[config.mk]
export PLATFORM = sky130hd
export DESIGN_NAME = twma_ram
export DESIGN_NICKNAME = d
export VERILOG_FILES = /design/src/twma_ram.sv
export SDC_FILE = /design/constraint.sdc
export NUM_CORES = 1
export LEC_CHECK = 0
export ABC_AREA = 1
export BUFFER_PORTS_ARGS = -buffer_cell sky130_fd_sc_hd__buf_2
export CAP_MARGIN = 40
export CELL_PAD_IN_SITES_DETAIL_PLACEMENT = 2
export CELL_PAD_IN_SITES_GLOBAL_PLACEMENT = 2
export CORE_MARGIN = 1.5
export CORE_UTILIZATION = 40
export CTS_CLUSTER_DIAMETER = 150
export CTS_CLUSTER_SIZE = 14
export DETAILED_ROUTE_END_ITERATION = 10
export PLACE_DENSITY = 0.77
export SYNTH_ARGS = -nofsm -noshare
export SYNTH_HDL_FRONTEND = slang
export SYNTH_SLANG_ARGS = --single-unit
[constraint.sdc]
create_clock -name clk -period 1.75 [get_ports clk]
set_input_delay 0 -clock clk [delete_from_list [all_inputs] [get_ports clk]]
set_output_delay 0 -clock clk [all_outputs]
set_load 0.05 [all_outputs]
[src/twma_ram.sv]
// generic simple dual port ram, one write port and two registered read ports
module twma_ram #(
	parameter int WIDTH = 16,
	parameter int DEPTH = 32
) (
	input  logic                     clk,
	input  logic                     we,
	input  logic [$clog2(DEPTH)-1:0] waddr,
	input  logic [WIDTH-1:0]         wdata,
	input  logic                     re,
	input  logic [$clog2(DEPTH)-1:0] raddr_a,
	input  logic [$clog2(DEPTH)-1:0] raddr_b,
	output logic [WIDTH-1:0]         rdata_a,
	output logic [WIDTH-1:0]         rdata_b
);

	logic [WIDTH-1:0] mem [DEPTH];

	// read-first: a read of the entry being written returns the old value
	always_ff @(posedge clk) begin
		if (re) begin
			rdata_a <= mem[raddr_a];
			rdata_b <= mem[raddr_b];
		end
		if (we) begin
			mem[waddr] <= wdata;
		end
	end

endmodule

# Word level (Yosys, flattened, before mapping)
# Memory sizes are Yosys's and may differ from the RTL's. A register that Yosys moved wholly into a read port is not among the register bits.
# Index checks and enable logic that the tools add are counted.
# classes
addsub,0
mul,0
div,0
magnitude_cmp,0
n_eq_ne,0
shifts,0
muxes,2
bitwise_logic,0
reduce_logical,0
# op_table
cell,n
$mux W1,2
# word_totals
regBits,0
latch_bits,0
ram_bits,512
mem_bits_ro,0
in_bits,34
output_inout_bits,32
wordCells,3
n_memories,1
# mem_list
memory,words,width,rd,rd_ports_with_merged_regs,wr,line_no,rtl
mem,32,16,2,2,1,17,logic [WIDTH-1:0] mem [DEPTH];

# Depth between registers and ports, before layout
# Gate-level depths: netlist (run 1).
# logic_depth
word_depth,2
mapped_depth,12
ltp_nobuf,9

# Worst setup path after synthesis (run 1)
# OpenSTA, ideal clock, no wires.
# synth_timing
path_kind,input-to-reg
from,input waddr[0]
to,"memory mem[0][0], enable pin"
setup_time_ps,388
arrival_ps,994
required_time_ps,1362
setup_slack_ps,367
stages,3
n_path_buf,0
path_cell_list,inv_1 > nand3_1 > nor2_1
# synth_rtl
element,line_no,rtl
"start, declared",8,"input logic [$clog2(DEPTH)-1:0] waddr,"
"end, declared",17,
# Straight into the memory's write port.

# Final worst setup path (run 1)
# layout_timing
from,register rdata_a[4] (read register of mem)
to,output rdata_a[4]
# layout_rtl
element,line_no,rtl
"start, declared",13,"output logic [WIDTH-1:0] rdata_a,"
# No word-level cell between the ends.

==> results of run 1 <==
## kinds of logic after synthesis
logic type | share of synthesized area, %
AND/OR/NAND/NOR | 34.4
buffers and inverters | 6.00
flip-flops | 59.6
## cells in the mapped netlist, drive strengths merged
library cell / instances / area (um^2)
buf: 185 / 1460
clkbuf: 31 / 116
edfxtp: 544 / 16300
inv: 15 / 66.3
nand2: 1440 / 5410
nand3: 780 / 3900
nor2: 32 / 120
## area by class of cell
class                      count  area [um^2]
inverter                      15         78.8
multi-input combinational   2252         9510
antenna                        3         7.51
timing repair buffer         217         2470
fill                        7175        36900
clock inverter                 1         3.75
sequential                   544        16300
clock buffer                  45         1130
tap                          873         1090
## state kept, by name (all words and copies together), names as in the netlist
name and count:
mem 512, rdata_b 16, rdata_a 16
## per-layer routing
layer	vias to the layer above	part of all wire (%)	track usage, %	wire (um)
met4	2	3.6	11.4	4200
met5	-	0.0077	0	9
li1	10300	-	-	-
met1	12600	42	44.1	49600
met2	799	49	58.2	57200
met3	232	5.5	3.80	6440
## per-stage QoR
stage,hold slack [ps],setup WS [ps],std cells,total power [mW]
final,23.3,176,3950,27.8
after global routing,43.6,127,3948,28.6
after CTS,3.34,155,3947,27.9
after detailed placement,538,-64.5,3885,18.7
after global placement,510,21.1,3885,18.6
after floorplan,98.9,367,3027,17.1
## how the worst max path moves through the flow
stage               start    endpoint  cells past startpoint
6_report       rdata_a[4]  rdata_a[4]                      1
3_3_place_gp   raddr_a[1]  rdata_a[4]                     11
3_5_place_dp   raddr_a[1]  rdata_a[4]                     11
5_1_grt        mem[13][5]  rdata_b[5]                      8
2_1_floorplan    waddr[0]   mem[0][0]                      3
4_1_cts        rdata_a[4]  rdata_a[4]                      1
## power by group through the flow
stage	clock network [mW]	registers [mW]	logic [mW]
detailed placement	0	15.0	3.72
global placement	0	15.0	3.57
finish	9.29	14.7	3.80
global route	9.77	14.7	4.06
CTS	9.38	14.7	3.77
floorplan	0	15.2	1.92
==> flow_summary.toml, run 1 <==
[outcome]
outcome = "finished clean"

[power_and_ir_drop]
clkPwrFrac_pct = 33.4
seq_power_share_pct = 52.9
switching_share_pct = 27.6
p_leak_nw = 12.1
p_int_mw = 20.1
p_per_area_mw_per_mm2 = 909
power_switching_mw = 7.69
combPwrFrac_pct = 13.7
ir_drop_mv = 0.709

[place]
finalWeightedCongestion = 0.831
portBuffers = 65
place_area_mm2 = 0.0293
dp_hpwl_um = 72800

[layout]
layout_commonest_cell = "nand2_1"
layout_common_cells = "nand2_1 (1440), nand3_1 (780), edfxtp_1 (544)"
fin_nets = 3108
drive_gt1_share_pct = 9.24
post-route-util_pct = 45.4
fin_area_mm2 = 0.0306
area_growth_pct = 11.7

[clock_tree]
insertion_delay_ps = 600
clk_pin_slew_worst_paths_ps = 70
cts-root-buf = "clkbuf_16"
clockBufferDepth = 3
cts_setup_buffers = 0
tritoncts = "built"
cts_resized = 0
cts_hold_buf = 16
htree_levels = 2
cts_buffers = 44
cts_num_sinks = 544

[worst_setup_path]
rrSetupSlack_ps = 260
worst_setup_path_start_kind = "flip-flop"
r2r-start = "mem[5][8]"
worstPathArrival_ps = 1570
critical-path-slowest-cell = "edfxtp_1"
cpPeakStageDelay_ps = 620
cp_top_family = "flip-flops"
critical_path_peak_fanout = 1
r2r-end = "rdata_b[8]"
cp_num_buf_inv = 1
cp_data_required_time_ps = 1750
crit_type = "flip-flop to output port"
endpoint_kind = "output port"
worst_r2r_path_depth = 8
path_cells = "buf_2"

[grt]
antenna_found_initial = 5
grt_pass1_vias = 26400
grt_pass1_wl_um = 174000
grt_max_degree = 71
overflow = 0
grt.total_usage_pct = 33.7

[flow_run]
drv_cap = 0

[die]
fp-row-count = 95
die_area_mm2 = 0.0701
die_h_um = 265
die_w_um = 265
core_area_mm2 = 0.0675
start_util_pct = 40.6
ios = 66

[sta]
min_period_over_period_pct = 89.9
setup_viol = 0
fmax_ghz = 0.635
skew_ps = 12.5
timing.slew.headroom_pct = 46.6
setup_tns_ps = 0
rsz0062_at_grt = "false"
drv_slew = 0
hold_violations = 0
tightestPinTransition_ps = 801
layout_min_cycle_time_ps = 1570

[logic_synthesis]
synth_nets = 3061
synth.distinct_cells = 14
syn-instance-count = 3027
ys_ff_latch = 544
synth_warnings = 0
yosysSeqAreaShare_pct = 59.6
syn-cell-area_mm2 = 0.0274
postSynthAreaPerCell_um2 = 9.05

[worst_hold_path]
hold_path_class = "input port to flip-flop"
hold-path-cell-count = 1
min_to = "mem[14][13]"
hold_start = "wdata[13]"

[routing]
detail_route.wl_per_cell_um = 29.7
drt_iter0_markers = 2151
dr_total_vias = 23900
drc = 0
dr.pass1.iters = 5
ant_nets = 0
vias_per_cell = 6.06
drt_wl_total_um = 117000
(Power assumes the default switching activity.)
==> run 2: changes to the inputs <==
--- a/config.mk
+++ b/config.mk
@@ -13,9 +13,9 @@
 export CORE_MARGIN = 1.5
 export CORE_UTILIZATION = 40
 export CTS_CLUSTER_DIAMETER = 150
-export CTS_CLUSTER_SIZE = 14
+export CTS_CLUSTER_SIZE = 30
 export DETAILED_ROUTE_END_ITERATION = 10
-export PLACE_DENSITY = 0.77
+export PLACE_DENSITY_LB_ADDON = 0.1
 export SYNTH_ARGS = -nofsm -noshare
 export SYNTH_HDL_FRONTEND = slang
 export SYNTH_SLANG_ARGS = --single-unit
==> run 2 against run 1 <==
Maximum frequency shrank 7.6%. Power shrank 9.3%. Routed wire length grew 2.1%. Final cell count grew 0.30%. Die area is the same. Register-to-register slack lost 70 ps. Utilization shrank 0.79 points. Highest routed layer unchanged. Clock skew grew 25 ps. Clock-buffer cell count shrank 22. Hold slack gained 2.8 ps. Sequential power is essentially flat. Critical path depth is the same.
==> flow_summary.toml, run 2 (synthesis gave the netlist of run 1 again) <==
[outcome]
outcome = "finished clean"

[sta]
tightestPinTransition_ps = 798
min_period_over_period_pct = 97.3
hold_violations = 0
layout_min_cycle_time_ps = 1700
skew_ps = 37.4
timing.slew.headroom_pct = 46.8
drv_slew = 0
fmax_ghz = 0.587
setup_viol = 0
rsz0062_at_grt = "false"

[clock_tree]
cts-root-buf = "clkbuf_16"
cts_num_sinks = 544
clockBufferDepth = 3
clk_pin_slew_worst_paths_ps = 120
cts_buffers = 22
htree_levels = 1
insertion_delay_ps = 600
cts_setup_buffers = 0
tritoncts = "built"

[layout]
largest-register = "mem"
layout_common_cells = "nand2_1 (1440), nand3_1 (780), edfxtp_1 (544)"
drive_gt1_share_pct = 9.65
fin_nets = 3121
layout_commonest_cell = "nand2_1"
layout.cells.non_filler = 3962
reg.largest.list = "mem: 512 flops, rdata_a: 16 flops, rdata_b: 16 flops"
post-route-util_pct = 44.6
area_growth_pct = 9.79
largest_reg_flops = 512

[place]
dp_hpwl_um = 76600
finalWeightedCongestion = 0.831
dp.cells = 3919
portBuffers = 65

[power_and_ir_drop]
p_int_mw = 18.0
seq_power_share_pct = 58.3
p_per_area_mw_per_mm2 = 839
switching_share_pct = 28.6
finalPower_mw = 25.2
clkPwrFrac_pct = 26.5
p_leak_nw = 12.0
power_switching_mw = 7.23
ir_drop_mv = 0.716
combPwrFrac_pct = 15.2

[worst_setup_path]
worst_r2r_path_depth = 8
worst_setup_path_start_kind = "flip-flop"
cp_data_required_time_ps = 1750
cp_top_family = "flip-flops"
cpPeakStageDelay_ps = 720
endpoint_kind = "output port"
path_cells = "buf_2"
rrSetupSlack_ps = 190
worstPathArrival_ps = 1700
cp-startpoint = "rdata_a[5]"
critical_path_peak_fanout = 1
cp_num_buf_inv = 1
r2r-end = "rdata_a[5]"
r2r-start = "mem[20][5]"
crit_type = "flip-flop to output port"
critical-path-slowest-cell = "edfxtp_1"

[flow_run]
drv_cap = 0

[die]
ios = 66
die_area_mm2 = 0.0701
die_w_um = 265
fp-row-count = 95
die_h_um = 265
core_area_mm2 = 0.0675
start_util_pct = 40.6

[worst_hold_path]
min_to = "rdata_a[14]"
hold_start = "raddr_a[3]"
hold-path-cell-count = 6
hold_path_class = "input port to flip-flop"

[grt]
grt.total_usage_pct = 34.2
overflow = 0
grt_pass1_vias = 26100
grt_pass1_wl_um = 176000
grt_max_degree = 77
antenna_found_initial = 3

[routing]
dr_total_vias = 24100
drc = 0
drt_iter0_markers = 2112
detail_route.wl_per_cell_um = 30.3
vias_per_cell = 6.08
ant_nets = 0
dr.pass1.iters = 5
drt_wl_total_um = 120000
==> run 2: cell count changes in the layout (fill, tap and decap cells not counted) <==
| cell | change |
|---|---|
| clkinv_16 | +1 |
| inv_2 | +1 |
| clkbuf_16 | -22 |
| diode_2 | -1 |
| buf_16 | +2 |
| buf_4 | +57 |
| dlygate4sd3_1 | +1 |
| inv_1 | -2 |
| buf_12 | -25 |
==> run 2: worst max path at each step <==
stage,endpoint,cells after the start
after global placement,rdata_a[5],10
after global routing,rdata_a[5],1
after floorplan,mem[0][0],3
after CTS,rdata_a[5],1
final,rdata_a[5],1
after detailed placement,rdata_a[5],10
==> run 2: power groups by stage <==
stage	combinational [mW]	clock (mW)	sequential [mW]
after global placement	3.60	0	15.0
final	3.85	6.68	14.7
after detailed placement	3.76	0	15.0
after global routing	4.09	7.12	14.7
after floorplan	1.92	0	15.2
after CTS	3.81	6.76	14.7
==> run 2: cell type report <==
cell class              instances  area (um^2)
well taps                     873         1090
inverters                      15         78.8
repair buffers                252         2460
flip-flops and latches        544        16300
clock buffers                  23          576
multi-input cells            2252         9510
fillers                      7326        37400
clock inverters                 1         30.0
diodes                          2         5.00
==> run 2: timing repair <==
action                     CTS  global route
gates resized for setup      0             0
hold endpoints to repair   410             0
setup endpoints to repair    0             0
hold buffers                17             0
==> run 2: stage by stage <==
step           hold slack, ps  setup WS (ps)  cell area, um^2  TNS [ps]
3_5_place_dp              544           -101            29300      -118
5_1_grt                  49.0           84.7            30100         0
4_1_cts                  18.9           81.4            30100         0
3_3_place_gp              542          -10.7            29300     -10.7
2_1_floorplan            98.9            367            27400         0
6_report                 26.1           47.3            30100         0
==> run 2: metal layers <==
metal / routed length, um / track usage (%) / part of all wire (%) / up-vias
met3: 7750 / 3.64 / 6.5 / 220
met4: 4320 / 11.3 / 3.6 / 2
li1: - / - / - / 10300
met5: 7 / 0 / 0.0058 / -
met1: 49600 / 45.6 / 41 / 12600
met2: 58200 / 58.3 / 49 / 897
==> run 3: changes to the inputs <==
--- a/config.mk
+++ b/config.mk
@@ -5,13 +5,12 @@
 export SDC_FILE = /design/constraint.sdc
 export NUM_CORES = 1
 export LEC_CHECK = 0
-export ABC_AREA = 1
 export BUFFER_PORTS_ARGS = -buffer_cell sky130_fd_sc_hd__buf_2
 export CAP_MARGIN = 40
 export CELL_PAD_IN_SITES_DETAIL_PLACEMENT = 2
 export CELL_PAD_IN_SITES_GLOBAL_PLACEMENT = 2
 export CORE_MARGIN = 1.5
-export CORE_UTILIZATION = 40
+export CORE_UTILIZATION = 46
 export CTS_CLUSTER_DIAMETER = 150
 export CTS_CLUSTER_SIZE = 30
 export DETAILED_ROUTE_END_ITERATION = 10
==> run 3 against run 2 <==
Worst setup slack lost 21 ps. First-iteration DRC count shrank 37%. Critical endpoint is now rdata_a[7]. Sequential power is essentially flat. Sequential share of layout area grew 1.6 points. Critical path depth grew 4. Global-route usage shrank 2.4 points. Clock skew shrank 0.63 ps. Critical path type is now flip-flop to flip-flop.
==> flow_summary.toml, run 3 <==
[sta]
finalWorstSetupSlack_ps = 26.6
skew_ps = 36.7
setup_viol = 0
timing.slew.headroom_pct = 53.5
drv_slew = 0
hold_violations = 0
tightestPinTransition_ps = 697
layout_min_cycle_time_ps = 1720
min_period_over_period_pct = 98.5
rsz0062_at_grt = "false"
fmax_ghz = 0.580

[worst_setup_path]
cp_num_buf_inv = 0
rrSetupSlack_ps = 30
cp_data_required_time_ps = 2070
crit_type = "flip-flop to flip-flop"
cp_top_family = "compound AO/OA/AOI/OAI gates"
critical-path-slowest-cell = "edfxtp_1"
worst_setup_path_start_kind = "flip-flop"
path_cells = "mux2i_1, a22o_1, nor3_1, a31oi_1, nand3_1"
r2r-start = "mem[2][7]"
cpPeakStageDelay_ps = 430
endpoint_kind = "flip-flop"
critical_path_peak_fanout = 2
worstPathArrival_ps = 2050
worst_r2r_path_depth = 5
r2r-end = "rdata_a[7]"

[flow_run]
drv_cap = 0

[die]
ios = 66
die_h_um = 240
die_w_um = 240
core_area_mm2 = 0.0552
start_util_pct = 46.7
die_area_mm2 = 0.0574
fp-row-count = 86

[layout]
largest-register = "mem"
layout.cells.non_filler = 2654
diodes = 0
fin_nets = 1940
area_growth_pct = 13.4
largest_reg_flops = 512
drive_gt1_share_pct = 17.9
multi_input_area_mm2 = 0.00854
fin_area_mm2 = 0.0292
reg.largest.list = "mem: 512 flops, rdata_a: 16 flops, rdata_b: 16 flops"
num-fill-cells = 5050
layout_commonest_cell = "edfxtp_1"
layout_common_cells = "edfxtp_1 (544), mux2i_1 (512), buf_4 (146)"
regArea_mm2 = 0.0163

[clock_tree]
cts-root-buf = "clkbuf_16"
cts_buffers = 22
cts_setup_buffers = 0
tritoncts = "built"
clockBufferDepth = 3
cts_num_sinks = 544
htree_levels = 1
insertion_delay_ps = 600
clk_pin_slew_worst_paths_ps = 120

[power_and_ir_drop]
ir_drop_mv = 0.826
p_leak_nw = 10.9
p_per_area_mw_per_mm2 = 837

[worst_hold_path]
hold_path_class = "input port to flip-flop"
min_to = "rdata_b[4]"
hold-path-cell-count = 4
hold_start = "raddr_b[4]"

[grt]
overflow = 0
grt.total_usage_pct = 31.8
antenna_found_initial = 1
grt_pass1_wl_um = 130000
grt_pass1_vias = 18700
grt_max_degree = 40

[routing]
ant_nets = 0
vias_per_cell = 6.41
dr.pass1.iters = 5
drt_wl_total_um = 90900
drc = 0
dr_total_vias = 17000
detail_route.wl_per_cell_um = 34.3
drt_iter0_markers = 1333

[logic_synthesis]
ys_async_sr_fraction_pct = 0
post-synth-top-count-cell = "edfxtp_1"
synth_edf_count = 544
synth_warnings = 0
synth.distinct_cells = 26
ys_ff_latch = 544
postSynthAreaPerCell_um2 = 14.9
synth_top_cell_area_share_pct = 63.4
synth_top_flop_cell = "edfxtp_1"
synthTopCellsByArea = "edfxtp_1 (63%), mux2i_1 (20%), a22oi_1 (3.7%)"
yosysTopAreaCell = "edfxtp_1"
syn-instance-count = 1728
yosys-top-cells-count = "edfxtp_1 (544), mux2i_1 (512), a22oi_1 (128)"
syn-cell-area_mm2 = 0.0258
synth_nets = 1762
yosysSeqAreaShare_pct = 63.4

[place]
pre_cts_slack_ps = -332
finalWeightedCongestion = 0.846
portBuffers = 65
dp.cells = 2613
dp_hpwl_um = 61600
place_area_mm2 = 0.0284

[outcome]
outcome = "finished clean"
==> run 3: worst max-delay path by stage <==
stage,from,endpoint,depth (start not counted)
floorplan,waddr[1],mem[12][0],3
global placement,raddr_a[0],rdata_a[1],7
detailed placement,raddr_a[1],rdata_a[1],7
global route,mem[1][6],rdata_a[6],6
CTS,mem[3][2],rdata_a[2],5
finish,mem[2][7],rdata_a[7],5
==> run 3: power breakdown <==
part / leakage, nW / total [mW] / switching [mW] / internal (mW)
registers: 4.93 / 14.7 / 0.129 / 14.6
clock network: 0.295 / 6.52 / 4.11 / 2.41
logic: 5.66 / 3.24 / 2.08 / 1.16
==> run 3: stage by stage <==
stage	power, mW	setup TNS [ps]	hold slack (ps)	util [%]
global placement	18.0	-1900	532	51.5
global route	25.0	0	32.8	52.9
detailed placement	18.2	-2170	546	51.5
floorplan	16.7	0	98.9	-
CTS	24.5	0	6.17	52.9
finish	24.5	0	29.7	52.9
==> run 3: what timing repair did <==
action / 4_1_cts / 5_1_grt
resized for setup: 3 / 2
pin swaps: 0 / 0
hold endpoints to repair: 520 / 0
hold buffers: 17 / 0
setup endpoints to repair: 3 / 2
==> run 3: worst reg2reg max path: cells and delay by family (launching register included) <==
| family | cells | cell delay, ps |
|---|---|---|
| and+or+nand+nor | 2 | 240 |
| DFF | 1 | 430 |
| AOI/OAI and AO/OA | 2 | 570 |
| muxes | 1 | 220 |
==> run 3: per-layer routing <==
layer / up-vias / wire (um) / track usage (%)
li1: 7199 / - / -
met1: 9170 / 37900 / 41.6
met2: 501 / 45600 / 54.8
met3: 152 / 3960 / 3.12
met4: 2 / 3410 / 11.8
met5: - / 12 / 0
==> run 3: cells by family after synthesis <==
logic type,count (synthesis),share of synthesized area (%)
mux,512,19.9
buf+inv,133,3.99
flops,544,63.4
compound gates,288,7.93
simple gates,251,4.76
==> run 3: area by class of cell <==
type | instances | share of cell area, %
clock buffers | 23 | 1.97
clock inverters | 1 | 0.103
multi-input cells | 1051 | 29.2
flip-flops and latches | 544 | 55.9
well taps | 748 | 3.20
repair buffers | 287 | 9.56
